[src/npcs_pkg.sv]
// Package for the nearest palette color search unit: sizes, field widths,
// codes, the packed color entry, pipeline tag and controller state type.
// No dependencies.
package npcs_pkg;

    localparam int PALETTE_DEPTH = 256;
    localparam int IDX_W         = $clog2(PALETTE_DEPTH);
    localparam int COUNT_W       = 9;
    localparam int CHAN_W        = 16;
    localparam int SQ_W          = 2 * CHAN_W;
    localparam int DIST_W        = 34;
    localparam int ENTRY_IDX_W   = 8;
    localparam int OUT_IDX_W     = 8;
    localparam int PDATA_W       = 32;
    localparam int PADDR_W       = 2;

    localparam logic [COUNT_W-1:0] COLOR_COUNT_RESET = COUNT_W'(256);

    localparam logic MODE_WRITE = 1'b0;
    localparam logic MODE_QUERY = 1'b1;

    typedef struct packed {
        logic [CHAN_W-1:0] red;
        logic [CHAN_W-1:0] green;
        logic [CHAN_W-1:0] blue;
    } npcs_color_t;

    typedef struct packed {
        logic             valid;
        logic [IDX_W-1:0] idx;
    } npcs_tag_t;

    typedef enum logic [1:0] {
        ST_IDLE,
        ST_SCAN,
        ST_DRAIN
    } npcs_state_t;

endpackage

[src/npcs_dist.sv]
// Three-stage squared distance pipeline: channel differences, squares,
// then the exact 34-bit sum. Carries the entry index tag alongside.
// Depends on npcs_pkg.
module npcs_dist
    import npcs_pkg::*;
(
    input  logic              clk,
    input  logic              rst_n,
    input  npcs_tag_t         tag_in,
    input  npcs_color_t       query,
    input  npcs_color_t       entry,
    output npcs_tag_t         tag_out,
    output logic [DIST_W-1:0] sq_dist,
    output logic              busy
);

    logic              s1_valid_reg, s2_valid_reg, s3_valid_reg;
    logic [IDX_W-1:0]  s1_idx_reg, s2_idx_reg, s3_idx_reg;
    logic [CHAN_W-1:0] dr_reg, dg_reg, db_reg;
    logic [SQ_W-1:0]   sr_reg, sg_reg, sb_reg;
    logic [DIST_W-1:0] sum_reg;

    logic [CHAN_W-1:0] dr_next, dg_next, db_next;

    always_comb
    begin
        dr_next = (query.red >= entry.red) ? query.red - entry.red
                                           : entry.red - query.red;
        dg_next = (query.green >= entry.green) ? query.green - entry.green
                                               : entry.green - query.green;
        db_next = (query.blue >= entry.blue) ? query.blue - entry.blue
                                             : entry.blue - query.blue;
    end

    always_ff @(posedge clk or negedge rst_n)
    begin
        if (!rst_n)
        begin
            s1_valid_reg <= 1'b0;
            s2_valid_reg <= 1'b0;
            s3_valid_reg <= 1'b0;
        end
        else
        begin
            s1_valid_reg <= tag_in.valid;
            s2_valid_reg <= s1_valid_reg;
            s3_valid_reg <= s2_valid_reg;
        end
    end

    always_ff @(posedge clk)
    begin
        s1_idx_reg <= tag_in.idx;
        s2_idx_reg <= s1_idx_reg;
        s3_idx_reg <= s2_idx_reg;
        dr_reg  <= dr_next;
        dg_reg  <= dg_next;
        db_reg  <= db_next;
        sr_reg  <= SQ_W'(dr_reg) * SQ_W'(dr_reg);
        sg_reg  <= SQ_W'(dg_reg) * SQ_W'(dg_reg);
        sb_reg  <= SQ_W'(db_reg) * SQ_W'(db_reg);
        sum_reg <= DIST_W'(sr_reg) + DIST_W'(sg_reg) + DIST_W'(sb_reg);
    end

    assign tag_out = '{valid: s3_valid_reg, idx: s3_idx_reg};
    assign sq_dist = sum_reg;
    assign busy    = s1_valid_reg | s2_valid_reg | s3_valid_reg;

endmodule

[config.mk]
export PLATFORM = sky130hd
export DESIGN_NAME = npcs_dist
export DESIGN_NICKNAME = d
export VERILOG_FILES = /design/src/npcs_pkg.sv /design/src/npcs_dist.sv
export SDC_FILE = /design/constraint.sdc
export NUM_CORES = 2
export LEC_CHECK = 0
export ABC_AREA = 1
export BUFFER_PORTS_ARGS = -buffer_cell sky130_fd_sc_hd__buf_4
export CORE_ASPECT_RATIO = 0.75
export CORE_MARGIN = 10
export CORE_UTILIZATION = 65
export DETAILED_ROUTE_END_ITERATION = 8
export HOLD_SLACK_MARGIN = 0.08
export PLACE_DENSITY_LB_ADDON = 0.15
export SLEW_MARGIN = 30
export SYNTH_ARGS = -nofsm -noshare
export SYNTH_HDL_FRONTEND = slang
export SYNTH_SLANG_ARGS = --single-unit
export TNS_END_PERCENT = 30
[constraint.sdc]
create_clock -name clk -period 8.2 [get_ports clk]
set_input_delay 0.41 -clock clk [delete_from_list [all_inputs] [get_ports clk]]
set_output_delay 0.41 -clock clk [all_outputs]
set_load 0.005 [all_outputs]
==> results.txt <==
The number of endpoints failing setup at the final stage came out at 0. The run finished with clean final reports. The post-route fraction of the period consumed by the critical path is 0.7227. The violation count after the first detailed-routing iteration is 2436. The startpoint-to-endpoint class of the critical path is reg2reg.

In the layout the commonest cells are nand2_1 (1637), inv_1 (1513), fa_1 (524). The TritonCTS buffer count is 24. The number of detailed-routing iterations run before antenna repair came out at 6.

The number of nets in the layout came out at 6443. The aggregate routed wire length is 88660 um. The mean cell area of the mapped netlist is 7.025 um2.

The gate count after technology mapping is 5310. The maximum number of pins on one net before global-route repair is 24. In this run the critical register-to-register path is launched from dg_reg[8]. The final global-route overflow total came out at 0. At the end of routability-driven placement, the weighted congestion stood at 0.9662.

The clock root buffer is clkbuf_16. The filler cell count came out at 4886. The proportion of layout cells with a drive suffix above 1 is 0.04962. STA puts the critical path data arrival time at 6.38 ns. The post-detailed-route via-to-cell ratio is 5.021.

Setup repair after global routing left no endpoint under its margin. The portion of synthesized cell area occupied by the leading cell type is 0.2812. The initialized floorplan defines 75 standard-cell rows. The area growth from synthesis to final layout is 6.772%.

By area the synthesized netlist is led by fa_1 (28%), nand2_1 (16%), inv_1 (15%). The maximum clock frequency came out at 168.8 MHz. The number of antenna diodes is 0. The core region is 56400 um2. The I/O pin count came out at 151. The number of cells traversed by the worst hold path is 3. The clock network latency to the later pin of the worst-skew pair is 0.57 ns. The number of flip-flops under the largest register name is 34. The number of gates resized after cts is 0.

The die boundary width came out at 296.6 um. The number of antenna violations at the first check in global routing was 0. The area of the die is 67470 um2. The average wire per standard cell came out at 14.37 um. Detailed placement finished with a half-perimeter wire length of 76130 um. The total track usage came out at 0.2689. The count of unresolved DRC violations after routing came out at 0. The final setup skew came out at 0.02872 ns. The setup check on the worst reg-to-reg path leaves a slack of 2.27 ns. In this run the tightest slew margin relative to its limit is 0.3978. The endpoint required time on the critical path is 8.66 ns. The Yosys warning count came out at 0. The aggregate negative setup slack is 0 ns. In this run, post-CTS hold repair placed 10 buffers.

The count of different cell masters after synthesis is 43. The cell area after synthesis came out at 37300 um2. The largest total area in the synthesized netlist belongs to fa_1. The startpoint identified for the worst hold timing path is entry[16]. In this run the number of H-tree levels came out at 1.

In this run the deepest clock path goes through 3 buffers. Leaving out fill and tap cells, the most frequent cell in the layout is nand2_1. The minimum clock period came out at 5.926 ns.

The first-pass GRT wire length is 148600 um. The number of setup buffers added after CTS is 0. The number of global-route vias before repair is 30419. The max-cap check violation count is 0.

The worst hold path terminates at dg_reg[0]. The proportion of synthesized chip area in sequential cells is 0.1088. The vertical die dimension is 227.5 um. The cell count of the worst reg-to-reg path is 20. The slew at the pin closest to its max-slew limit came out at 0.9021 ns. The tightest min-delay check is of the in2reg type. The total vias in the final route is 30984. The clock-pin slew reported for the worst setup and hold paths after clock tree synthesis is 0.06 ns. The worst setup path is captured at a register. TritonCTS built the clock tree. The initial cell density of the core came out at 0.6614. The count of endpoints failing hold in the final timing report is 0.

The port buffer count is 150. The number of pins with negative max-slew slack in the final report came to 0. The number of nets with antenna violations after routing came out at 0. In this run, synthesis produced a sequential element count of 202.

The tree built by TritonCTS fans out to 202 sinks. The worst register-to-register path ends at sg_reg[31]. The nature of the critical path startpoint is a register. The largest fanout of any net on the critical path came out at 17.
[per-stage QoR]
step                      area (um2)    util  setup slack (ns)  cells  hold slack (ns)
after floorplan                37310       -             3.020   5312           0.1144
after global placement         38860  0.6891             2.476   6117           0.2005
after detailed placement       38860  0.6891             2.400   6117           0.2015
after CTS                      39830  0.7062             2.386   6171           0.1307
after global routing           39830  0.7062             2.003   6171           0.1672
final                          39830  0.7062             2.274   6171           0.1524
[worst max-delay path, cell delays in order (launching register included)]
cell	delay (ns)
dfxtp_1	0.81
nand2_1	0.20
fa_1	0.56
inv_1	0.06
fa_1	0.50
inv_1	0.06
fa_1	0.52
inv_1	0.05
fa_1	0.44
fa_1	0.49
inv_1	0.05
fa_1	0.47
inv_1	0.04
ha_1	0.34
nand2_1	0.13
nor2_1	0.33
nand3_1	0.18
nand3_1	0.24
nand3_1	0.16
nand3b_1	0.11
nand2_1	0.06
[cell type report]
class	instances	area, um2	share of cell area
clock buffers	28	635.6	0.01596
clock inverters	16	229.0	0.005749
inverters	1526	5728	0.1438
multi-input cells	3465	26960	0.6768
flip-flops and latches	202	4059	0.1019
well taps	770	963.4	0.02419
repair buffers	164	1256	0.03154
[worst max path at each step]
stage,to,startpoint
4_1_cts,sg_reg[31],dg_reg[8]
6_report,sg_reg[31],dg_reg[8]
3_3_place_gp,sg_reg[31],dg_reg[8]
3_5_place_dp,sg_reg[31],dg_reg[8]
2_1_floorplan,sr_reg[20],dr_reg[8]
5_1_grt,sg_reg[31],dg_reg[8]
[synth_stat cells (all sizes together)]
cell type and count:
fa 524, dfrtp 3, buf 24, ha 429
nand4 28, dfxtp 199, conb 1, nand2 1657
o21ai 30, and2 8, and3 2, o21a 1
xor2 108, or2 8, or3 1, o21bai 33
nor2 224, inv 1526, clkbuf 95, nand3 217
a31o 3, xnor2 33, nor3 15, a31oi 1
nand3b 1, a21o 3, a21oi 136
[cells by family after synthesis]
| family | count (synthesis) | synth area share |
|---|---|---|
| and+or+nand+nor | 2161 | 0.2324 |
| buffers and inverters | 1645 | 0.1687 |
| xor gates and xnor gates | 141 | 0.03311 |
| AOI/OAI and AO/OA | 207 | 0.03170 |
| other | 1 | 0.0001005 |
| adders and majority gates | 953 | 0.4251 |
| DFF | 202 | 0.1088 |
[metal layers]
layer	track usage	part of all wire	vias up	wire [um]
li1	-	-	15425	-
met1	0.4058	0.48	14405	42610
met2	0.4068	0.42	1059	36880
met3	0.04108	0.087	95	7733
met4	0.04555	0.016	0	1440
met5	0	0	-	0
Power is not shown: default switching activity piles up to over one toggle a cycle in this logic, so the estimate is an artifact.
